`src/rtl/wes_pkg.sv`:
```
// Shared types and constants of the wave equation stencil step block.
// Used by the register file, the controller, the datapath and the top level.
package wes_pkg;

  localparam int MAX_WIDTH  = 1024;
  localparam int MAX_HEIGHT = 1024;
  localparam int MIN_DIM    = 3;

  localparam int CFG_DIM_W = 11;
  localparam int COEF_W    = 48;
  localparam int DATA_W    = 32;
  localparam int VEL_W     = 14;

  localparam int ADDR_W  = $clog2(MAX_WIDTH);
  localparam int ROW_W   = $clog2(MAX_HEIGHT);
  localparam int MAX_DIM = (MAX_WIDTH > MAX_HEIGHT) ? MAX_WIDTH : MAX_HEIGHT;
  localparam int DIM_W   = ($clog2(MAX_DIM + 1) > CFG_DIM_W) ? $clog2(MAX_DIM + 1) : CFG_DIM_W;

  localparam int PADDR_W   = 5;
  localparam int PDATA_W   = 64;
  localparam int REG_IDX_W = 2;

  localparam logic [REG_IDX_W-1:0] REG_GRID_WIDTH  = 2'd0;
  localparam logic [REG_IDX_W-1:0] REG_GRID_HEIGHT = 2'd1;
  localparam logic [REG_IDX_W-1:0] REG_LAP_COEF    = 2'd2;
  localparam logic [REG_IDX_W-1:0] REG_SRC_COEF    = 2'd3;

  localparam int MUL_W  = 32;
  localparam int PROD_W = 2 * MUL_W;
  localparam int ACC_W  = 112;
  localparam int SUM_W  = DATA_W + 1;
  localparam int BASE_W = DATA_W + 2;
  localparam int LAP_W  = DATA_W + 3;
  localparam int MAG_W  = DATA_W + 2;
  localparam int VSQ_W  = 2 * VEL_W;
  localparam int X_W    = MAG_W + VSQ_W;
  localparam int TMAG_W = 41;
  localparam int TERM_W = TMAG_W + 1;
  localparam int RES_W  = TERM_W + 2;

  localparam logic [ACC_W-1:0]  ROUND_BIAS = ACC_W'(1) << (COEF_W - 1);
  localparam logic [TMAG_W-1:0] TERM_CLAMP = TMAG_W'(1) << (TMAG_W - 1);

  typedef enum logic [2:0] {
    A_VEL,
    A_MAG_LO,
    A_MAG_HI,
    A_X_LO,
    A_X_HI,
    A_SRC
  } a_sel_e;

  typedef enum logic [2:0] {
    B_VEL,
    B_VSQ,
    B_LAP_LO,
    B_LAP_HI,
    B_SRC_LO,
    B_SRC_HI
  } b_sel_e;

  typedef enum logic [1:0] {
    ACC_HOLD,
    ACC_BIAS,
    ACC_LOAD,
    ACC_ADD
  } acc_op_e;

  typedef struct packed {
    logic [CFG_DIM_W-1:0] grid_width;
    logic [CFG_DIM_W-1:0] grid_height;
    logic [COEF_W-1:0]    lap_coef;
    logic [COEF_W-1:0]    src_coef;
  } wes_cfg_t;

  typedef struct packed {
    logic    latch;
    logic    mem_rd;
    logic    wb;
    logic    lap_ld;
    logic    cap_vsq;
    logic    cap_x;
    logic    cap_t1;
    logic    cap_t2;
    logic    out_ld;
    a_sel_e  a_sel;
    b_sel_e  b_sel;
    acc_op_e acc_op;
    logic [1:0] acc_sh;
  } wes_cmd_t;

  typedef struct packed {
    logic emit;
    logic boundary;
  } wes_sts_t;

endpackage

```
`src/rtl/wes_regs.sv`:
```
// APB register file holding grid size and the two Q0.48 coefficients.
// Depends on wes_pkg for register indexes and the configuration struct.
module wes_regs import wes_pkg::*; (
  input  logic                clk_i,
  input  logic                rst_ni,
  input  logic                psel,
  input  logic                penable,
  input  logic                pwrite,
  input  logic [PADDR_W-1:0]  paddr,
  input  logic [PDATA_W-1:0]  pwdata,
  output logic [PDATA_W-1:0]  prdata,
  output logic                pready,
  output wes_cfg_t            cfg_o
);

  wes_cfg_t cfg_q;
  logic [REG_IDX_W-1:0] reg_idx;
  logic wr_en;

  assign reg_idx = paddr[PADDR_W-1:PADDR_W-REG_IDX_W];
  assign wr_en   = psel && penable && pwrite;
  assign pready  = 1'b1;
  assign cfg_o   = cfg_q;

  always_ff @(posedge clk_i or negedge rst_ni) begin
    if (!rst_ni) begin
      cfg_q.grid_width  <= CFG_DIM_W'(MAX_WIDTH);
      cfg_q.grid_height <= CFG_DIM_W'(MAX_HEIGHT);
      cfg_q.lap_coef    <= '0;
      cfg_q.src_coef    <= '0;
    end else if (wr_en) begin
      case (reg_idx)
        REG_GRID_WIDTH:  cfg_q.grid_width  <= pwdata[CFG_DIM_W-1:0];
        REG_GRID_HEIGHT: cfg_q.grid_height <= pwdata[CFG_DIM_W-1:0];
        REG_LAP_COEF:    cfg_q.lap_coef    <= pwdata[COEF_W-1:0];
        REG_SRC_COEF:    cfg_q.src_coef    <= pwdata[COEF_W-1:0];
        default: ;
      endcase
    end
  end

  always_comb begin
    case (reg_idx)
      REG_GRID_WIDTH:  prdata = PDATA_W'(cfg_q.grid_width);
      REG_GRID_HEIGHT: prdata = PDATA_W'(cfg_q.grid_height);
      REG_LAP_COEF:    prdata = PDATA_W'(cfg_q.lap_coef);
      REG_SRC_COEF:    prdata = PDATA_W'(cfg_q.src_coef);
      default:         prdata = '0;
    endcase
  end

endmodule

```
`config.mk`:
```
export PLATFORM = sky130hd
export DESIGN_NAME = wes_regs
export DESIGN_NICKNAME = d
export VERILOG_FILES = /design/src/rtl/wes_pkg.sv /design/src/rtl/wes_regs.sv
export SDC_FILE = /design/constraint.sdc
export NUM_CORES = 1
export LEC_CHECK = 0
export ABC_CLOCK_PERIOD_IN_PS = 1400
export BUFFER_PORTS_ARGS = -buffer_cell sky130_fd_sc_hd__buf_4
export CAP_MARGIN = 20
export CORE_ASPECT_RATIO = 1.1
export CORE_UTILIZATION = 43
export CTS_CLUSTER_SIZE = 14
export DETAILED_ROUTE_END_ITERATION = 12
export PLACE_DENSITY = 0.76
export SETUP_SLACK_MARGIN = 0.05
export SLEW_MARGIN = 20
export SYNTH_ARGS = -nofsm -noshare
export SYNTH_HDL_FRONTEND = slang
export SYNTH_SLANG_ARGS = --single-unit
```
`constraint.sdc`:
```
create_clock -name clk_i -period 1.4 [get_ports clk_i]
set_clock_uncertainty 0.2 [all_clocks]
set_input_delay 0.14 -clock clk_i [delete_from_list [all_inputs] [get_ports clk_i]]
set_output_delay 0.14 -clock clk_i [all_outputs]
set_load 0.005 [all_outputs]
```
# ---- Word level (Yosys, flattened, before mapping)
# Cells that the tools add are included.
dict set report word_totals {
  rom_bits 0
  out_inout_bits 183
  ff_bits 118
  inputBits 74
  mem_count 0
  latchBits 0
  mem_bits_rw 0
}
dict set report classes {
  addsub 0
  bitwise_logic 0
  mul 0
  n_eq_ne 3
  mux 1
  div 0
  n_lt_le_gt_ge 0
  n_shift 0
  reduce_logical 7
}
# op n
set ops {}
lappend ops {{64-bit one-hot mux with 4 select lines} 1}
lappend ops {{2-bit AND reduction} 4}
lappend ops {{2-bit equality test (second input constant)} 2}
lappend ops {{2-bit by 1-bit equality test with 1-bit output (second input constant)} 1}
lappend ops {{1-bit logical AND} 2}
lappend ops {{2-bit zero test} 1}

# ---- Depth between registers and ports, before layout
dict set report logic_depth {
  depth_word 3
  ltp_mapped 5
  mapped_depth_nobuf 3
}

# ---- Least setup slack after synthesis
# No wires, ideal clock.
dict set report synth_path {
  kind {input to register}
  start {in paddr[3]}
  end {reg cfg_q (netlist bit cfg_o[75])}
  stages 5
  setup_slack_ns -0.077
  setup_time_ns 0.125
  n_path_buf 3
  arrival_ns 1.152
  t_required_ns 1.075
  path_cell_list {buf_2 and3b_4 buf_6 buf_12 mux2_4}
}
dict set report synth_via {
  elab_chain_len 2
}
# item line
set synth_rtl {}
lappend synth_rtl {{from (decl)} wes_regs.sv:9} ;# input logic [PADDR_W-1:0] paddr,
lappend synth_rtl {{2-bit equality test} wes_regs.sv:32} ;# case (reg_idx)
lappend synth_rtl {{2-bit AND reduction (no line)} n/a}
lappend synth_rtl {{to (decl)} wes_regs.sv:16} ;# wes_cfg_t cfg_q;
# No other way between the ends.
# A chain may end at the register's enable or synchronous reset.

# ---- Final worst setup path
dict set report layout_path {
  start {reg cfg_q (netlist bit cfg_o[0])}
  end {out prdata[0]}
}
dict set report layout_via {
  elab_chain_len 1
}
# item line
set layout_rtl {}
lappend layout_rtl {{64-bit one-hot mux with 4 select lines} wes_regs.sv:43} ;# case (reg_idx)
lappend layout_rtl {{to (decl)} wes_regs.sv:11} ;# output logic [PDATA_W-1:0] prdata,
# No other way between the ends. The select of a mux whose other input is x is not followed.

==> flow_metrics.env <==
export IMPL_status="finished, violations left"
export IMPL_failed_checks="hold timing, setup timing"
export IMPL_yosysWarnings=0
export IMPL_grt_first_pass_wirelength_mm=27.5
export IMPL_setup_viol=66
export IMPL_syn_to_final_growth_pct=88.4
export IMPL_power_leakage_nw=5.13
export IMPL_drt_initial_drc_count=159
export IMPL_ant_nets=0
export IMPL_detail_route_wl_per_cell_microns=20.4
export IMPL_worstSetupEndpointType="output port"
export IMPL_routed_via_density=5.00
export IMPL_port_buffers=220
export IMPL_rsz0062_at_grt="true"
export IMPL_vdd_drop_max_uv=824
export IMPL_numCtsBuffers=17
export IMPL_synth_area_leader_cell="dfrtp_1"
export IMPL_hold_ws_ps=-48.9
export IMPL_synth_area_leaders="dfrtp_1 52%, mux2_2 19%, mux2i_1 6.6%"
export IMPL_netlist_instances=368
export IMPL_antenna_cells=0
export IMPL_synth_distinct_cells=19
export IMPL_slew_viol_final=0
export IMPL_final_nets=868
export IMPL_r2r_start="cfg_o[87]"
export IMPL_synthTopCellsByCount="116 x dfrtp_1, 92 x mux2_2, 37 x mux2i_1, 37 x nor2b_1, 23 x buf_4"
export IMPL_yosysSeqAreaShare_pct=53.0
export IMPL_hp_class="primary input to asynchronous set/reset pin"
export IMPL_hpwl_mm=10.0
export IMPL_syn_area_sq_um=5570
export IMPL_r2r_end="cfg_o[87]"
export IMPL_hold_viol=14
export IMPL_arrival_ps=1470
export IMPL_drive_gt1_share_pct=67.4
export IMPL_grt_max_degree=46
export IMPL_fin_total_pwr_mw=15.8
export IMPL_dr_pass1_iters=4
export IMPL_place_area_sq_um=7580
export IMPL_crit_required_ps=1060
export IMPL_initial_utilization_pct=44.1
export IMPL_fin_ws_ps=-410
export IMPL_worstSetupStartpointType="register"
export IMPL_cts_max_level=4
export IMPL_cts_root_buf="clkbuf_16"
export IMPL_synth_edff_count=0
export IMPL_reg2reg_slack_ps=70
export IMPL_critPathKind="register to output port"
export IMPL_synth_seq_cells=118
export IMPL_fmax_mhz=553
export IMPL_gp_congestion=0.798
export IMPL_fp_dieH_microns=121
export IMPL_synth_most_common_cell="dfrtp_1"
export IMPL_grtUsageTotal_pct=26.8
export IMPL_ios=257
export IMPL_holdBufCountCts=49
export IMPL_cts_sinks=118
export IMPL_synthArstFlopShare_pct=100
export IMPL_slowest_stage="mux4_2"
export IMPL_max_stage_delay_ps=510
export IMPL_die_width_microns=111
export IMPL_maxCapViolations=0
export IMPL_path_cells="mux4_2 -> buf_6"
export IMPL_synth_top_cell_area_share_pct=52.1
export IMPL_cts_tree="built"
export IMPL_fin_area_sq_um=10500
export IMPL_antenna_found_initial=0
export IMPL_period_minus_slack_ps=1810
export IMPL_clk_pin_slew_ps=60
export IMPL_insertion_delay_ps=410
export IMPL_via_count=4820
export IMPL_crit_fanout=2
export IMPL_syn_avg_cell_area_sq_um=15.1
export IMPL_largest_reg_flops=118
export IMPL_finalCritPeriodShare_pct=129
export IMPL_placementRows=43
export IMPL_seqCellArea_sq_um=2960
export IMPL_grt_overflow_total=0
export IMPL_multi_input_area_sq_um=2370
export IMPL_first_global_vias=5130
export IMPL_power_density_nw_per_um2=1510
export IMPL_drc=0
export IMPL_synth_main_ff_cell="dfrtp_1"
export IMPL_cp_startpoint="cfg_o[0]"
export IMPL_fp_dieArea_sq_um=13400
export IMPL_coreArea_sq_um=12600
export IMPL_clock_path_buffers=2
export IMPL_drt_wl_total_mm=19.7
export IMPL_reg2reg_depth=4
export IMPL_n_fill_cell=639
critical path, delay by kind of cell, from the launching register on:
| kind | cells | cell delay, ps |
|---|---|---|
| buf+inv | 1 | 140 |
| mux | 1 | 510 |
| flops | 1 | 410 |
layout make-up:
cell class	count	share of cell area (%)
clock buffer	17	4.05
multi-input combinational	225	22.6
timing repair buffer	432	41.8
tap	157	1.87
sequential	118	28.1
clock inverter	15	1.50
repair_timing:
item | in CTS | in global routing
pin swaps | 0 | 0
endpoints found under the setup margin | 72 | 160
resized for setup | 111 | 150
endpoints found under the hold margin | 236 | 14
buffers inserted | 97 | 51
per-stage QoR:
stage	hold slack (ps)	TNS, ps	worst slack [ps]	instances	utilization (%)
global placement	-164	-10000	-174	761	60.0
global route	-14.7	-12560	-434	964	83.0
CTS	-55.6	-7610	-396	932	77.1
detailed placement	-164	-11860	-199	761	60.0
floorplan	-356	-1050	-37.0	383	-
finish	-48.9	-9670	-410	964	83.0
cells in the final DEF, fill, tap and decap left out, drive strengths merged:
cell type    synthesis  layout
clkinvlp             0       4
dfrtp              116     116
inv                  0       1
clkbuf               4      17
nor2b               37      37
dlygate4sd3          0      49
and3                 1       1
and3b                1       1
mux2               118     118
dfstp                2       2
nand3b               1       1
bufinv               0       2
clkinv               0       8
buf                 36     383
nor3b                1       1
mux4                11      11
nand3                1       1
conb                 2      17
mux2i               37      37
worst max path at each step:
stage	cells past startpoint	to	slack (ps)
3_3_place_gp	4	prdata[1]	-170
4_1_cts	2	prdata[7]	-400
3_5_place_dp	4	prdata[1]	-200
2_1_floorplan	5	cfg_o[75]	-40
6_report	2	prdata[0]	-410
5_1_grt	2	prdata[2]	-430
layer usage:
layer  vias to the layer above  routed length, microns  global-route usage (%)
met1                      2452                    6990                    29.3
met4                         0                     518                    13.7
met3                        41                     752                    5.00
li1                       2135                       -                       -
met2                       192                   11400                    49.7
met5                         -                       0                       0
cell families (layout without fill, tap and decap cells):
kind of cell           count (synthesis)  after routing  share of synthesized area, %
multiplexers                         166            166                          36.3
flip-flops                           118            118                          53.0
buffers and inverters                 40            464                          5.52
AND/OR/NAND/NOR                       42             42                          5.03
other                                  2             17                         0.135
power breakdown:
group,total [mW],switching [mW],internal (mW)
logic,6.63,2.08,4.55
registers,4.92,0.693,4.23
clock network,4.26,1.64,2.62
Power figures use the tool's default switching activity.
