==> src/rtl/wes_pkg.sv <==
// Shared types and constants of the wave equation stencil step block.
// Used by the register file, the controller, the datapath and the top level.
package wes_pkg;

  localparam int MAX_WIDTH  = 1024;
  localparam int MAX_HEIGHT = 1024;
  localparam int MIN_DIM    = 3;

  localparam int CFG_DIM_W = 11;
  localparam int COEF_W    = 48;
  localparam int DATA_W    = 32;
  localparam int VEL_W     = 14;

  localparam int ADDR_W  = $clog2(MAX_WIDTH);
  localparam int ROW_W   = $clog2(MAX_HEIGHT);
  localparam int MAX_DIM = (MAX_WIDTH > MAX_HEIGHT) ? MAX_WIDTH : MAX_HEIGHT;
  localparam int DIM_W   = ($clog2(MAX_DIM + 1) > CFG_DIM_W) ? $clog2(MAX_DIM + 1) : CFG_DIM_W;

  localparam int PADDR_W   = 5;
  localparam int PDATA_W   = 64;
  localparam int REG_IDX_W = 2;

  localparam logic [REG_IDX_W-1:0] REG_GRID_WIDTH  = 2'd0;
  localparam logic [REG_IDX_W-1:0] REG_GRID_HEIGHT = 2'd1;
  localparam logic [REG_IDX_W-1:0] REG_LAP_COEF    = 2'd2;
  localparam logic [REG_IDX_W-1:0] REG_SRC_COEF    = 2'd3;

  localparam int MUL_W  = 32;
  localparam int PROD_W = 2 * MUL_W;
  localparam int ACC_W  = 112;
  localparam int SUM_W  = DATA_W + 1;
  localparam int BASE_W = DATA_W + 2;
  localparam int LAP_W  = DATA_W + 3;
  localparam int MAG_W  = DATA_W + 2;
  localparam int VSQ_W  = 2 * VEL_W;
  localparam int X_W    = MAG_W + VSQ_W;
  localparam int TMAG_W = 41;
  localparam int TERM_W = TMAG_W + 1;
  localparam int RES_W  = TERM_W + 2;

  localparam logic [ACC_W-1:0]  ROUND_BIAS = ACC_W'(1) << (COEF_W - 1);
  localparam logic [TMAG_W-1:0] TERM_CLAMP = TMAG_W'(1) << (TMAG_W - 1);

  typedef enum logic [2:0] {
    A_VEL,
    A_MAG_LO,
    A_MAG_HI,
    A_X_LO,
    A_X_HI,
    A_SRC
  } a_sel_e;

  typedef enum logic [2:0] {
    B_VEL,
    B_VSQ,
    B_LAP_LO,
    B_LAP_HI,
    B_SRC_LO,
    B_SRC_HI
  } b_sel_e;

  typedef enum logic [1:0] {
    ACC_HOLD,
    ACC_BIAS,
    ACC_LOAD,
    ACC_ADD
  } acc_op_e;

  typedef struct packed {
    logic [CFG_DIM_W-1:0] grid_width;
    logic [CFG_DIM_W-1:0] grid_height;
    logic [COEF_W-1:0]    lap_coef;
    logic [COEF_W-1:0]    src_coef;
  } wes_cfg_t;

  typedef struct packed {
    logic    latch;
    logic    mem_rd;
    logic    wb;
    logic    lap_ld;
    logic    cap_vsq;
    logic    cap_x;
    logic    cap_t1;
    logic    cap_t2;
    logic    out_ld;
    a_sel_e  a_sel;
    b_sel_e  b_sel;
    acc_op_e acc_op;
    logic [1:0] acc_sh;
  } wes_cmd_t;

  typedef struct packed {
    logic emit;
    logic boundary;
  } wes_sts_t;

endpackage

==> src/rtl/wes_ctrl.sv <==
// Sequencer of the stencil step: handshakes, memory access and multiply schedule.
// Depends on wes_pkg for the command and status structs.
module wes_ctrl import wes_pkg::*; (
  input  logic     clk_i,
  input  logic     rst_ni,
  input  logic     in_valid_i,
  output logic     in_ready_o,
  output logic     out_valid_o,
  input  logic     out_ready_i,
  input  wes_sts_t sts_i,
  output wes_cmd_t cmd_o
);

  localparam logic [4:0] S_IDLE = 5'd0;
  localparam logic [4:0] S_RD   = 5'd1;
  localparam logic [4:0] S_WB   = 5'd2;
  localparam logic [4:0] S_LAP  = 5'd3;
  localparam logic [4:0] S_X0   = 5'd4;
  localparam logic [4:0] S_X1   = 5'd5;
  localparam logic [4:0] S_X2   = 5'd6;
  localparam logic [4:0] S_X3   = 5'd7;
  localparam logic [4:0] S_X4   = 5'd8;
  localparam logic [4:0] S_T0   = 5'd9;
  localparam logic [4:0] S_T1   = 5'd10;
  localparam logic [4:0] S_T2   = 5'd11;
  localparam logic [4:0] S_T3   = 5'd12;
  localparam logic [4:0] S_T4   = 5'd13;
  localparam logic [4:0] S_T5   = 5'd14;
  localparam logic [4:0] S_S1   = 5'd15;
  localparam logic [4:0] S_S2   = 5'd16;
  localparam logic [4:0] S_S3   = 5'd17;
  localparam logic [4:0] S_OUT  = 5'd18;

  logic [4:0] state_q, state_d;
  logic out_valid_q, out_valid_d;

  always_comb begin
    state_d    = state_q;
    cmd_o      = '0;
    in_ready_o = 1'b0;
    case (state_q)
      S_IDLE: begin
        in_ready_o = 1'b1;
        if (in_valid_i) begin
          cmd_o.latch = 1'b1;
          state_d = S_RD;
        end
      end
      S_RD: begin
        cmd_o.mem_rd = 1'b1;
        state_d = S_WB;
      end
      S_WB: begin
        cmd_o.wb = 1'b1;
        if (!sts_i.emit) begin
          state_d = S_IDLE;
        end else if (sts_i.boundary) begin
          state_d = S_OUT;
        end else begin
          state_d = S_LAP;
        end
      end
      S_LAP: begin
        cmd_o.lap_ld = 1'b1;
        cmd_o.a_sel  = A_VEL;
        cmd_o.b_sel  = B_VEL;
        state_d = S_X0;
      end
      S_X0: begin
        cmd_o.cap_vsq = 1'b1;
        state_d = S_X1;
      end
      S_X1: begin
        cmd_o.a_sel = A_MAG_LO;
        cmd_o.b_sel = B_VSQ;
        state_d = S_X2;
      end
      S_X2: begin
        cmd_o.a_sel  = A_MAG_HI;
        cmd_o.b_sel  = B_VSQ;
        cmd_o.acc_op = ACC_LOAD;
        cmd_o.acc_sh = 2'd0;
        state_d = S_X3;
      end
      S_X3: begin
        cmd_o.acc_op = ACC_ADD;
        cmd_o.acc_sh = 2'd1;
        state_d = S_X4;
      end
      S_X4: begin
        cmd_o.cap_x  = 1'b1;
        cmd_o.acc_op = ACC_BIAS;
        state_d = S_T0;
      end
      S_T0: begin
        cmd_o.a_sel = A_X_LO;
        cmd_o.b_sel = B_LAP_LO;
        state_d = S_T1;
      end
      S_T1: begin
        cmd_o.a_sel  = A_X_LO;
        cmd_o.b_sel  = B_LAP_HI;
        cmd_o.acc_op = ACC_ADD;
        cmd_o.acc_sh = 2'd0;
        state_d = S_T2;
      end
      S_T2: begin
        cmd_o.a_sel  = A_X_HI;
        cmd_o.b_sel  = B_LAP_LO;
        cmd_o.acc_op = ACC_ADD;
        cmd_o.acc_sh = 2'd1;
        state_d = S_T3;
      end
      S_T3: begin
        cmd_o.a_sel  = A_X_HI;
        cmd_o.b_sel  = B_LAP_HI;
        cmd_o.acc_op = ACC_ADD;
        cmd_o.acc_sh = 2'd1;
        state_d = S_T4;
      end
      S_T4: begin
        cmd_o.acc_op = ACC_ADD;
        cmd_o.acc_sh = 2'd2;
        state_d = S_T5;
      end
      S_T5: begin
        cmd_o.cap_t1 = 1'b1;
        cmd_o.acc_op = ACC_BIAS;
        cmd_o.a_sel  = A_SRC;
        cmd_o.b_sel  = B_SRC_LO;
        state_d = S_S1;
      end
      S_S1: begin
        cmd_o.a_sel  = A_SRC;
        cmd_o.b_sel  = B_SRC_HI;
        cmd_o.acc_op = ACC_ADD;
        cmd_o.acc_sh = 2'd0;
        state_d = S_S2;
      end
      S_S2: begin
        cmd_o.acc_op = ACC_ADD;
        cmd_o.acc_sh = 2'd1;
        state_d = S_S3;
      end
      S_S3: begin
        cmd_o.cap_t2 = 1'b1;
        state_d = S_OUT;
      end
      S_OUT: begin
        if (!out_valid_q || out_ready_i) begin
          cmd_o.out_ld = 1'b1;
          state_d = S_IDLE;
        end
      end
      default: begin
        state_d = S_IDLE;
      end
    endcase
  end

  always_comb begin
    out_valid_d = out_valid_q;
    if (cmd_o.out_ld) begin
      out_valid_d = 1'b1;
    end else if (out_ready_i) begin
      out_valid_d = 1'b0;
    end
  end

  always_ff @(posedge clk_i or negedge rst_ni) begin
    if (!rst_ni) begin
      state_q     <= S_IDLE;
      out_valid_q <= 1'b0;
    end else begin
      state_q     <= state_d;
      out_valid_q <= out_valid_d;
    end
  end

  assign out_valid_o = out_valid_q;

  a_no_overwrite: assert property (@(posedge clk_i) disable iff (!rst_ni)
    cmd_o.out_ld |-> (!out_valid_q || out_ready_i))
    else $error("Result register overwritten while its beat is still pending.");

  a_math_interior: assert property (@(posedge clk_i) disable iff (!rst_ni)
    (state_q == S_LAP) |-> (sts_i.emit && !sts_i.boundary))
    else $error("Stencil arithmetic started for a point that is not interior.");

  a_out_emits: assert property (@(posedge clk_i) disable iff (!rst_ni)
    (state_q == S_OUT) |-> sts_i.emit)
    else $error("Result produced for an input of the first row.");

endmodule

==> config.mk <==
export PLATFORM = sky130hd
export DESIGN_NAME = wes_ctrl
export DESIGN_NICKNAME = d
export VERILOG_FILES = /design/src/rtl/wes_pkg.sv /design/src/rtl/wes_ctrl.sv
export SDC_FILE = /design/constraint.sdc
export NUM_CORES = 1
export LEC_CHECK = 0
export ABC_AREA = 1
export BUFFER_PORTS_ARGS = -buffer_cell sky130_fd_sc_hd__buf_2
export CAP_MARGIN = 20
export CORE_MARGIN = 2
export CORE_UTILIZATION = 44
export CTS_CLUSTER_DIAMETER = 200
export DETAILED_ROUTE_END_ITERATION = 16
export PLACE_DENSITY = 0.76
export SYNTH_ARGS = -nofsm -noshare
export SYNTH_HDL_FRONTEND = slang
export SYNTH_SLANG_ARGS = --single-unit
==> constraint.sdc <==
create_clock -name clk_i -period 2 [get_ports clk_i]
set_input_delay 0.5 -clock clk_i [delete_from_list [all_inputs] [get_ports clk_i]]
set_output_delay 0.5 -clock clk_i [all_outputs]
set_load 0.02 [all_outputs]
## Word-level counts from Yosys, hierarchy flattened

Index checks and enable logic that the tools add are counted.

| storage, ports and cells | value |
|---|---|
| register bits | 6 |
| output and inout bits | 21 |
| word-level logic and storage cells | 52 |

| operators by class | value |
|---|---|
| eq/ne operators | 20 |
| multiplexer cells | 22 |
| reductions and logical operators | 8 |

Operators by type and width:

| cell | number |
|---|---|
| one-hot mux 5 bit (19 select lines) | 1 |
| one-hot mux 6 bit (8 select lines) | 1 |
| == test 5 x 4 -> 1 bit (second input constant) | 8 |
| == test 5 x 3 -> 1 bit (second input constant) | 4 |
| 2-to-1 mux 5 bit | 4 |
| == test 5 bit (second input constant) | 3 |
| 2-to-1 mux 1 bit | 14 |
| == test 5 x 2 -> 1 bit (second input constant) | 2 |
| OR reduction 7 bit | 1 |
| one-hot mux 2 bit (3 select lines) | 1 |
| == test 5 x 1 -> 1 bit (second input constant) | 1 |
| logical NOT 5 bit | 1 |
| inequality test 2 bit (second input constant) | 2 |
| one-hot mux 2 bit (2 select lines) | 1 |
| OR reduction 4 bit | 1 |
| AND reduction 2 bit | 1 |
| nonzero test 2 bit | 1 |
| OR reduction 2 bit | 1 |
| logical NOT 1 bit | 1 |
| logical OR 1 bit | 1 |

## Longest topological paths before layout

Gate-level depths: netlist of run 1.

| logic depth | value |
|---|---|
| depth in word-level cells | 5 |
| gate-level depth with buffers | 7 |
| gate-level depth less buffers | 7 |

## Least setup slack after synthesis of run 1

Ideal clock, no wire load.

| timing path | value |
|---|---|
| kind | register to output |
| start | register state_q[0] |
| end | output port cmd_o[7] (netlist name) |
| arrival time | 1.252 ns |
| path slack | 0.248 ns |
| cell stages (with the launch flop) | 8 |
| path through | dfrtp_1 -> inv_1 -> nand2_1 -> nor2_1 -> nand2_1 -> inv_1 -> nor2_1 -> nand3_1 |

RTL lines:

| element | line | RTL |
|---|---|---|
| start, declared | wes_ctrl.sv:34 | `logic [4:0] state_q, state_d;` |
| start signal, assigned | wes_ctrl.sv:175 | `state_q <= state_d;` |
| end, declared | wes_ctrl.sv:11 | `output wes_cmd_t cmd_o` |

==> impl_metrics.json, run 1 <==
{
  "outcome": "finished with violations",
  "violations": "setup timing",
  "grt-ovfl-total": 0,
  "synth_cell_types": 14,
  "cp.arrival_ps": 1590,
  "switching_share": 0.560,
  "grtUsageTotal": 0.265,
  "ant_nets": 0,
  "synth_common_cells": "nor2_1, nand2_1, inv_1",
  "avgSynthCellArea_um2": 5.49,
  "critical_path_class": "reg2out",
  "maxSlewViolCount": 0,
  "synth-edff-count": 0,
  "wl_um": 2500,
  "tightestPinTransition_ps": 306,
  "cts.clk_slew.worst_paths_ps": 50,
  "cpMostUsedCell": "nor2_1",
  "drive_above_1_share": 0.527,
  "dp_slack_ps": 144,
  "dp_hpwl_um": 1330,
  "io_buffer_count": 26,
  "yosysTopAreaCell": "dfrtp_1",
  "ys_ff_latch": 6,
  "p_int_w": 0.000689,
  "cts_max_level": 1,
  "synthSimpleGateAreaFrac": 0.504,
  "synth_compound_area_frac": 0.0877,
  "setup_tns_ps": -240,
  "syn_inst": 104,
  "root_buffer": "clkbuf_4",
  "ys.flop_type": "dfrtp_1",
  "ir_drop_uv": 941,
  "syn2layout_area_growth_pct": 74.8,
  "numCtsBuffers": 3,
  "syn-num-nets": 110,
  "fin_crit_ps": 2090,
  "yosysSeqAreaShare": 0.263,
  "antenna_found_initial": 0,
  "cp_top_family": "flip-flops",
  "yosys_warnings": 0,
  "synth_top_area_share": 0.263,
  "crit_buf_inv": 2,
  "grt_pass1_vias": 707,
  "drt-pass1-iter-count": 4,
  "synth-xor-area-share": 0,
  "slew_headroom": 0.794,
  "power.switching_w": 0.000877,
  "synth-async-reset-ratio": 1.00,
  "holdWs_ps": 62.8,
  "ctsLongestPathBuffers": 2,
  "ioPinCount": 27,
  "crit_chain": "buf_4 > nor2_1 > nand3_1 > nand2_1 > nor2_1 > o21ai_0 > buf_2",
  "drt-initial-drc-count": 66,
  "maxCapViolCount": 0,
  "synth.most_common_cell": "nor2_1",
  "layout_setup_ws_ps": -92.0,
  "vias_per_cell": 5.76,
  "hold_viol_final": 0,
  "grt_max_degree": 7,
  "finalNetCount": 154,
  "numClockSinks": 6,
  "p_leak_nw": 0.602,
  "vias": 921,
  "rsz0062_at_grt": "yes",
  "die_w_um": 40.0,
  "drc": 0,
  "cp.required_ps": 1500,
  "sequentialPowerShare": 0.170,
  "max_freq_ghz": 0.478,
  "dieHeight_um": 40.0,
  "fillers": 64,
  "num_rows": 12,
  "crit_fanout": 5,
  "hold_class": "in2async",
  "syn-cell-area_um2": 571,
  "synth.area.mux_share": 0,
  "diodes": 0,
  "tritoncts": "done",
  "p_comb_frac": 0.758,
  "slowest_delay_ps": 480,
  "powerDensity_mw_per_mm2": 1570,
  "synth_top_family_by_area": "simple AND/OR/NAND/NOR gates",
  "cp-start-kind": "flip-flop",
  "core_mm2": 0.00116,
  "yosys-top-cells-area": "dfrtp_1, nor2_1, nand3_1",
  "clk_latency_ps": 250,
  "grt_pass1_wl_um": 2830,
  "gp_congestion": 0.953,
  "dieArea_mm2": 0.00160,
  "finClkSkew_ps": 13.6,
  "clkPwrFrac": 0.072,
  "synthAdderAreaFrac": 0,
  "finalSetupViolCount": 7,
  "wl_per_cell_um": 15.6,
  "end_kind": "output pin",
  "crit_path_top_delay_cell": "dfrtp_2",
  "start_util": 0.494,
  "fin_crit_sh": 1.05,
  "hold_buffers": 0
}
routing by layer:
layer | part of all wire | up-vias | GRT usage
li1 | - | 415 | -
met5 | 0 | - | 0
met1 | 0.36 | 406 | 0.324
met2 | 0.50 | 84 | 0.431
met3 | 0.093 | 16 | 0.106
met4 | 0.052 | 0 | 0.0603
flip-flops by register name (all words and copies together), names as in the netlist:
name and count:
out_valid_o 1, state_q 5
path summary, 6_finish.rpt:
kind | endpoint | slack, ps | cells past startpoint | start
setup / recovery | cmd_o[4] | -90 | 7 | state_q[0]$_DFFE_PN0P_
hold / removal | state_q[2]$_DFFE_PN0P_ | 60 | 1 | rst_ni
setup reg to reg | state_q[0]$_DFFE_PN0P_ | 590 | 8 | state_q[0]$_DFFE_PN0P_
hold reg to reg | out_valid_o$_DFFE_PN0P_ | 580 | 2 | out_valid_o$_DFFE_PN0P_
max in group asynchronous | state_q[0]$_DFFE_PN0P_ | 1760 | 1 | rst_ni
min in group clk_i | out_valid_o$_DFFE_PN0P_ | 440 | 2 | out_ready_i
layout make-up:
cell class                      instances  area [µm²]  share of cell area
Tap cell                               14        17.5              0.0176
Clock buffer                            3        22.5              0.0226
Inverter                               20        77.6              0.0778
Multi-Input combinational cell         77         457               0.458
Sequential cell                         6         155               0.156
Timing Repair Buffer                   40         268               0.269
power groups by stage:
stage,Clock (W),Sequential [W],Combinational [W]
2_1_floorplan,0,0.000210,0.000568
3_3_place_gp,0,0.000217,0.000807
3_5_place_dp,0,0.000216,0.000809
4_1_cts,0.000112,0.000232,0.000916
5_1_grt,0.000124,0.000268,0.00126
6_report,0.000113,0.000266,0.00119
kinds of logic (layout without fill, tap and decap cells):
group           Yosys count  in the layout
compound gates            9              9
flops                     6              6
buf+inv                  21             63
simple gates             68             68
cell usage in the layout, fill, tap and decap left out, drive strengths merged:
cell	synthesis	final
a21oi	2	2
a31oi	1	1
buf	1	40
clkbuf	0	3
dfrtp	6	6
inv	20	20
nand2	20	20
nand3	17	17
nand3b	1	1
nor2	25	25
nor3	4	4
o21ai	6	6
or2	1	1
stage by stage:
step / area [µm²] / utilization / power (W) / cells
3_5_place_dp: 726 / 0.628 / 0.00103 / 145
2_1_floorplan: 571 / - / 0.000777 / 104
6_report: 997 / 0.863 / 0.00157 / 160
4_1_cts: 823 / 0.712 / 0.00126 / 153
3_3_place_gp: 726 / 0.628 / 0.00102 / 145
5_1_grt: 997 / 0.863 / 0.00165 / 160
worst reg2reg max path: cells and delay by family (launching register included):
family	cells	cell delay, ps
flops	1	480
compound gates	1	150
simple gates	5	470
buf+inv	2	210
what timing repair did:
action,CTS,global route
setup buffers,5,7
pin swaps,2,7
gates resized for setup,16,39
gates cloned,0,0
setup endpoints to repair,9,10
Power figures use the tool's default switching activity.
==> inputs of run 2 (changes only) <==
--- a/config.mk
+++ b/config.mk
@@ -5,14 +5,15 @@
 export SDC_FILE = /design/constraint.sdc
 export NUM_CORES = 1
 export LEC_CHECK = 0
-export ABC_AREA = 1
+export ABC_AREA = 0
 export BUFFER_PORTS_ARGS = -buffer_cell sky130_fd_sc_hd__buf_2
 export CAP_MARGIN = 20
 export CORE_MARGIN = 2
-export CORE_UTILIZATION = 44
+export CORE_UTILIZATION = 47
 export CTS_CLUSTER_DIAMETER = 200
 export DETAILED_ROUTE_END_ITERATION = 16
-export PLACE_DENSITY = 0.76
+export PLACE_DENSITY = 0.78
+export REMOVE_ABC_BUFFERS = 1
 export SYNTH_ARGS = -nofsm -noshare
 export SYNTH_HDL_FRONTEND = slang
 export SYNTH_SLANG_ARGS = --single-unit
==> run 2 against run 1 <==
The flow still finishes with violations (setup timing). Count of clock-buffer cells in the layout unchanged. First-iteration DRC count fell by 45%. Clock power increased by 17%. Maximum frequency is 1.2% higher. Critical path type unchanged. Routed wire length grew 14%.
==> impl_metrics.json, run 2 <==
{
  "crit_buf_inv": 2,
  "synth.area.mux_share": 0.0145,
  "cpMostUsedCell": "buf_4",
  "tightestPinTransition_ps": 283,
  "dieArea_mm2": 0.00179,
  "start_util": 0.518,
  "crit_path_top_delay_cell": "dfrtp_2",
  "outcome": "finished with violations",
  "grtUsageTotal": 0.226,
  "startpoint": "state_q[0]$_DFFE_PN0P_",
  "gp_congestion": 0.825,
  "power.switching_w": 0.00116,
  "die_w_um": 42.3,
  "grt-ovfl-total": 0,
  "synthSimpleGateAreaFrac": 0.386,
  "cp_top_family": "flip-flops",
  "num_rows": 13,
  "io_buffer_count": 26,
  "vias": 954,
  "drc": 0,
  "dieHeight_um": 42.3,
  "powerDensity_mw_per_mm2": 1970,
  "rrSetupSlack_ps": 570,
  "drt-initial-drc-count": 36,
  "wl_per_cell_um": 18.3,
  "fin_crit_ps": 2070,
  "r2r-end": "state_q[0]$_DFFE_PN0P_",
  "cts_max_level": 1,
  "crit_cells": 5,
  "finalNetCount": 148,
  "largest_reg_flops": 5,
  "numCtsBuffers": 3,
  "synthAdderAreaFrac": 0,
  "finClkSkew_ps": 6.44,
  "cp.arrival_ps": 1570,
  "r2r_start": "state_q[0]$_DFFE_PN0P_",
  "crit_fanout": 7,
  "ant_nets": 0,
  "layout_setup_ws_ps": -68.2,
  "antenna_found_initial": 0,
  "p_leak_nw": 0.577,
  "top_register": "state_q",
  "critPathCapture": "cmd_o[7]",
  "crit_chain": "buf_4 > and2b_1 > a32oi_1 > a21oi_2 > buf_4",
  "holdWs_ps": 38.7,
  "synth_top_family_by_area": "simple AND/OR/NAND/NOR gates",
  "diodes": 0,
  "hold_class": "in2async",
  "synth-xor-area-share": 0.0507,
  "setup_tns_ps": -265,
  "fin_crit_sh": 1.03,
  "worstRegToRegCells": 5,
  "root_buffer": "clkbuf_4",
  "syn-cell-area_um2": 691,
  "maxCapViolCount": 0,
  "hold_viol_final": 0,
  "tritoncts": "done",
  "vias_per_cell": 6.15,
  "ctsLongestPathBuffers": 2,
  "dpl_cell_area_um2": 841,
  "critical_path_class": "reg2out",
  "synth_common_cells": "nand2_1, nor2_1, dfrtp_1, nor3_1",
  "end_kind": "output pin",
  "violations": "setup timing",
  "cp.required_ps": 1500,
  "yosys_warnings": 0,
  "drt-pass1-iter-count": 4,
  "max_freq_ghz": 0.484,
  "p_int_w": 0.00113,
  "clkPwrFrac": 0.058,
  "cts.clk_slew.worst_paths_ps": 60,
  "slew_headroom": 0.810,
  "final_common_cell": "buf_4",
  "cp-start-kind": "flip-flop",
  "ir_drop_uv": 1140,
  "synth_top_area_share": 0.217,
  "synth_compound_area_frac": 0.207,
  "syn2layout_area_growth_pct": 68.5,
  "numClockSinks": 6,
  "synth-edff-count": 0,
  "p_comb_frac": 0.819,
  "final_cell_area_mm2": 0.00116,
  "yosysSeqAreaShare": 0.217,
  "switching_share": 0.506,
  "yosysTopAreaCell": "dfrtp_1",
  "grt_max_degree": 23,
  "finalSetupViolCount": 5,
  "layout_common_cells": "buf_4, buf_2, nand2_1",
  "maxSlewViolCount": 0,
  "wl_um": 2840,
  "sequentialPowerShare": 0.124,
  "syn_inst": 91,
  "drive_above_1_share": 0.600,
  "slowest_delay_ps": 490,
  "synth.most_common_cell": "nand2_1",
  "ioPinCount": 27,
  "synth-async-reset-ratio": 1.00,
  "avgSynthCellArea_um2": 7.59,
  "ys_ff_latch": 6,
  "hold_buffers": 0,
  "core_mm2": 0.00133,
  "ys.flop_type": "dfrtp_1",
  "synth_cell_types": 40,
  "grt_pass1_wl_um": 3170,
  "dp_hpwl_um": 1340,
  "yosys-top-cells-area": "dfrtp_1, buf_4, nand2_1",
  "grt_pass1_vias": 726,
  "clk_latency_ps": 270,
  "rsz0062_at_grt": "yes"
}
[run 2: timing repair]
action                     4_1_cts  5_1_grt
cloned                           0        3
setup endpoints to repair       14       11
pin swaps                        1        3
setup buffers                    8       11
resized for setup                7       25
[run 2: how the worst min path moves through the flow]
stage / depth (start not counted) / slack (ps) / start / end
after CTS: 1 / 60 / rst_ni / state_q[2]$_DFFE_PN0P_
after global routing: 1 / 50 / rst_ni / out_valid_o$_DFFE_PN0P_
final: 1 / 40 / rst_ni / out_valid_o$_DFFE_PN0P_
after global placement: 1 / 320 / rst_ni / out_valid_o$_DFFE_PN0P_
after detailed placement: 1 / 330 / rst_ni / state_q[2]$_DFFE_PN0P_
after floorplan: 0 / 200 / rst_ni / out_valid_o$_DFFE_PN0P_
[run 2: through the flow]
stage / std cells / power (W) / setup slack [ps] / utilization
floorplan: 82 / 0.00109 / -72.8 / -
global placement: 130 / 0.00148 / 190 / 0.630
detailed placement: 130 / 0.00151 / 137 / 0.630
CTS: 141 / 0.00175 / -1.02 / 0.702
global route: 155 / 0.00242 / -132 / 0.872
finish: 155 / 0.00229 / -68.2 / 0.872
[run 2: per-layer routing]
| layer | track usage | vias up | routed length [µm] |
|---|---|---|---|
| li1 | - | 434 | - |
| met3 | 0.0431 | 13 | 192 |
| met5 | 0 | - | 0 |
| met2 | 0.366 | 52 | 1440 |
| met4 | 0.113 | 0 | 97 |
| met1 | 0.283 | 455 | 1120 |
[run 2: power groups by stage]
| stage | clock network (W) | registers, W | logic, W |
|---|---|---|---|
| after floorplan | 0 | 0.000350 | 0.000736 |
| after global placement | 0 | 0.000293 | 0.00119 |
| after detailed placement | 0 | 0.000298 | 0.00121 |
| after CTS | 0.000119 | 0.000268 | 0.00136 |
| after global routing | 0.000138 | 0.000289 | 0.00199 |
| final | 0.000132 | 0.000284 | 0.00188 |
[run 2: cells by family (layout without fill, tap and decap cells)]
| family | after synthesis | after routing |
|---|---|---|
| buffers and inverters | 15 | 64 |
| DFF | 6 | 6 |
| xor gates and xnor gates | 4 | 4 |
| AOI/OAI and AO/OA | 19 | 19 |
| and+or+nand+nor | 46 | 46 |
| muxes | 1 | 1 |
[run 2: cell type report]
| type | count | area [µm²] |
|---|---|---|
| Tap cell | 15 | 18.8 |
| Sequential cell | 6 | 156 |
| Fill cell | 72 | 170 |
| Multi-Input combinational cell | 70 | 532 |
| Timing Repair Buffer | 55 | 412 |
| Clock buffer | 3 | 22.5 |
| Inverter | 6 | 22.5 |
[run 2: worst register-to-register path: stages (launching register included)]
cell     delay [ps]
dfrtp_2         490
buf_6           170
nor3b_4         190
buf_4           150
nand4_1         150
o221a_1         160
==> inputs of run 3 (changes only) <==
--- a/config.mk
+++ b/config.mk
@@ -8,11 +8,14 @@
 export ABC_AREA = 0
 export BUFFER_PORTS_ARGS = -buffer_cell sky130_fd_sc_hd__buf_2
 export CAP_MARGIN = 20
+export CELL_PAD_IN_SITES_DETAIL_PLACEMENT = 1
+export CELL_PAD_IN_SITES_GLOBAL_PLACEMENT = 2
+export CORE_ASPECT_RATIO = 0.75
 export CORE_MARGIN = 2
-export CORE_UTILIZATION = 47
+export CORE_UTILIZATION = 25
 export CTS_CLUSTER_DIAMETER = 200
 export DETAILED_ROUTE_END_ITERATION = 16
-export PLACE_DENSITY = 0.78
+export PLACE_DENSITY_LB_ADDON = 0.1
 export REMOVE_ABC_BUFFERS = 1
 export SYNTH_ARGS = -nofsm -noshare
 export SYNTH_HDL_FRONTEND = slang
==> run 3 against run 2 <==
The run still ends with setup timing left. Highest routed layer unchanged. Flip-flop and latch count unchanged. Critical path depth unchanged. Die area grew 79%. Largest power group unchanged. Non-clock buffer count up 1. Sequential power rose by 1%. Critical path type unchanged. Critical endpoint is now cmd_o[0]. Count of clock-buffer cells in the layout did not move.
==> impl_metrics.json, run 3 (synthesis gave the netlist of run 2 again) <==
{
  "io_buffer_count": 26,
  "start_util": 0.263,
  "ant_nets": 0,
  "gp_congestion": 0.775,
  "rrSetupSlack_ps": 430,
  "crit_chain": "buf_4 > nor2_1 > a2bb2oi_1 > o221ai_2 > buf_4",
  "drive_above_1_share": 0.624,
  "tritoncts": "done",
  "grt_max_degree": 13,
  "ctsLongestPathBuffers": 2,
  "grtUsageTotal": 0.162,
  "rsz0062_at_grt": "yes",
  "setup_tns_ps": -89.0,
  "antenna_found_initial": 0,
  "final_common_cell": "buf_4",
  "numClockSinks": 6,
  "drt-initial-drc-count": 21,
  "cp.required_ps": 1500,
  "fin_crit_ps": 2040,
  "grt_pass1_vias": 838,
  "slowest_delay_ps": 440,
  "cp_top_family": "flip-flops",
  "cts_max_level": 1,
  "p_leak_nw": 0.583,
  "largest_reg_flops": 5,
  "worstRegToRegCells": 6,
  "final_cell_area_mm2": 0.00123,
  "hold_class": "in2async",
  "slew_headroom": 0.783,
  "r2r-end": "state_q[0]$_DFFE_PN0P_",
  "core_mm2": 0.00262,
  "power_w": 0.00238,
  "top_register": "state_q",
  "outcome": "finished with violations",
  "numCtsBuffers": 3,
  "layout_common_cells": "buf_4, buf_2, nand2_1, nor2_1",
  "wl_per_cell_um": 16.0,
  "ioPinCount": 27,
  "drt-pass1-iter-count": 4,
  "cpMostUsedCell": "buf_4",
  "vias_per_cell": 5.00,
  "ir_drop_uv": 599,
  "vias": 885,
  "cp-start-kind": "flip-flop",
  "r2r_start": "state_q[2]$_DFFE_PN0P_",
  "holdWs_ps": 84.7,
  "finalSetupViolCount": 4,
  "dieHeight_um": 49.5,
  "die_w_um": 64.7,
  "drc": 0,
  "crit_path_top_delay_cell": "dfrtp_2",
  "finClkSkew_ps": 2.51,
  "layout_setup_ws_ps": -36.0,
  "tightestPinTransition_ps": 326,
  "dieArea_mm2": 0.00320,
  "dp_slack_ps": 101,
  "clk_latency_ps": 230,
  "crit_fanout": 5,
  "grt_pass1_wl_um": 4020,
  "cp.arrival_ps": 1540,
  "violations": "setup timing",
  "finalNetCount": 149,
  "root_buffer": "clkbuf_8",
  "diodes": 0,
  "dp_hpwl_um": 1810,
  "max_freq_ghz": 0.491,
  "num_rows": 16,
  "dpl_cell_area_um2": 907,
  "grt-ovfl-total": 0,
  "maxSlewViolCount": 0,
  "cts.clk_slew.worst_paths_ps": 40,
  "end_kind": "output pin",
  "fin_crit_sh": 1.02,
  "crit_buf_inv": 2,
  "syn2layout_area_growth_pct": 78.1,
  "critical_path_class": "reg2out",
  "maxCapViolCount": 0,
  "wl_um": 2830,
  "hold_viol_final": 0,
  "powerDensity_mw_per_mm2": 1940
}
==> run 3: cell types whose count changed in the layout (fill, tap and decap cells not counted), sizes merged <==
cell,change
clkbuf,-3
buf,+4
==> run 3: worst max path at each step <==
stage,end,start,cells past startpoint
after global routing,cmd_o[12],state_q[0]$_DFFE_PN0P_,6
after CTS,cmd_o[4],state_q[4]$_DFFE_PN0P_,4
final,cmd_o[0],state_q[1]$_DFFE_PN0P_,5
after detailed placement,cmd_o[7],state_q[0]$_DFFE_PN0P_,4
after global placement,cmd_o[8],state_q[0]$_DFFE_PN0P_,4
after floorplan,cmd_o[8],state_q[2]$_DFFE_PN0P_,3
==> run 3: per-stage QoR <==
step / cells / utilization
after floorplan: 82 / -
after global placement: 158 / 0.346
after detailed placement: 158 / 0.346
after CTS: 164 / 0.379
after global routing: 177 / 0.469
final: 177 / 0.469
==> run 3: worst register-to-register path, stage by stage (launching register included) <==
cell     delay [ps]
dfrtp_2         450
buf_6           160
buf_8           130
buf_4           130
o21ai_0         220
o311a_1         220
o221a_1         190
==> run 3: area by class of cell <==
cell class | count | area, µm²
fillers | 316 | 1390
well taps | 36 | 45.0
repair buffers | 56 | 417
clock buffers | 3 | 41.3
flip-flops and latches | 6 | 156
multi-input cells | 70 | 548
inverters | 6 | 22.5
==> run 3: where the power goes <==
| part | total, W | switching, W | internal [W] |
|---|---|---|---|
| logic | 0.00191 | 0.000995 | 0.000913 |
| registers | 0.000288 | 0.000108 | 0.000180 |
| clock network | 0.000189 | 0.0000589 | 0.000130 |
| total | 0.00238 | 0.00116 | 0.00122 |
==> run 3: routing by layer <==
layer / GRT usage / vias to the layer above / share of wire
met2: 0.236 / 22 / 0.45
met5: 0 / - / 0
met3: 0.0205 / 5 / 0.028
li1: - / 428 / -
met4: 0.0638 / 0 / 0.022
met1: 0.241 / 430 / 0.50
==> run 3: what timing repair did <==
item                                    4_1_cts  5_1_grt
gates cloned                                  0        0
gates resized for setup                      11       33
buffers inserted                              3       13
endpoints found under the setup margin       13       12
pin swaps                                     1        5
hold buffers                                  0        0
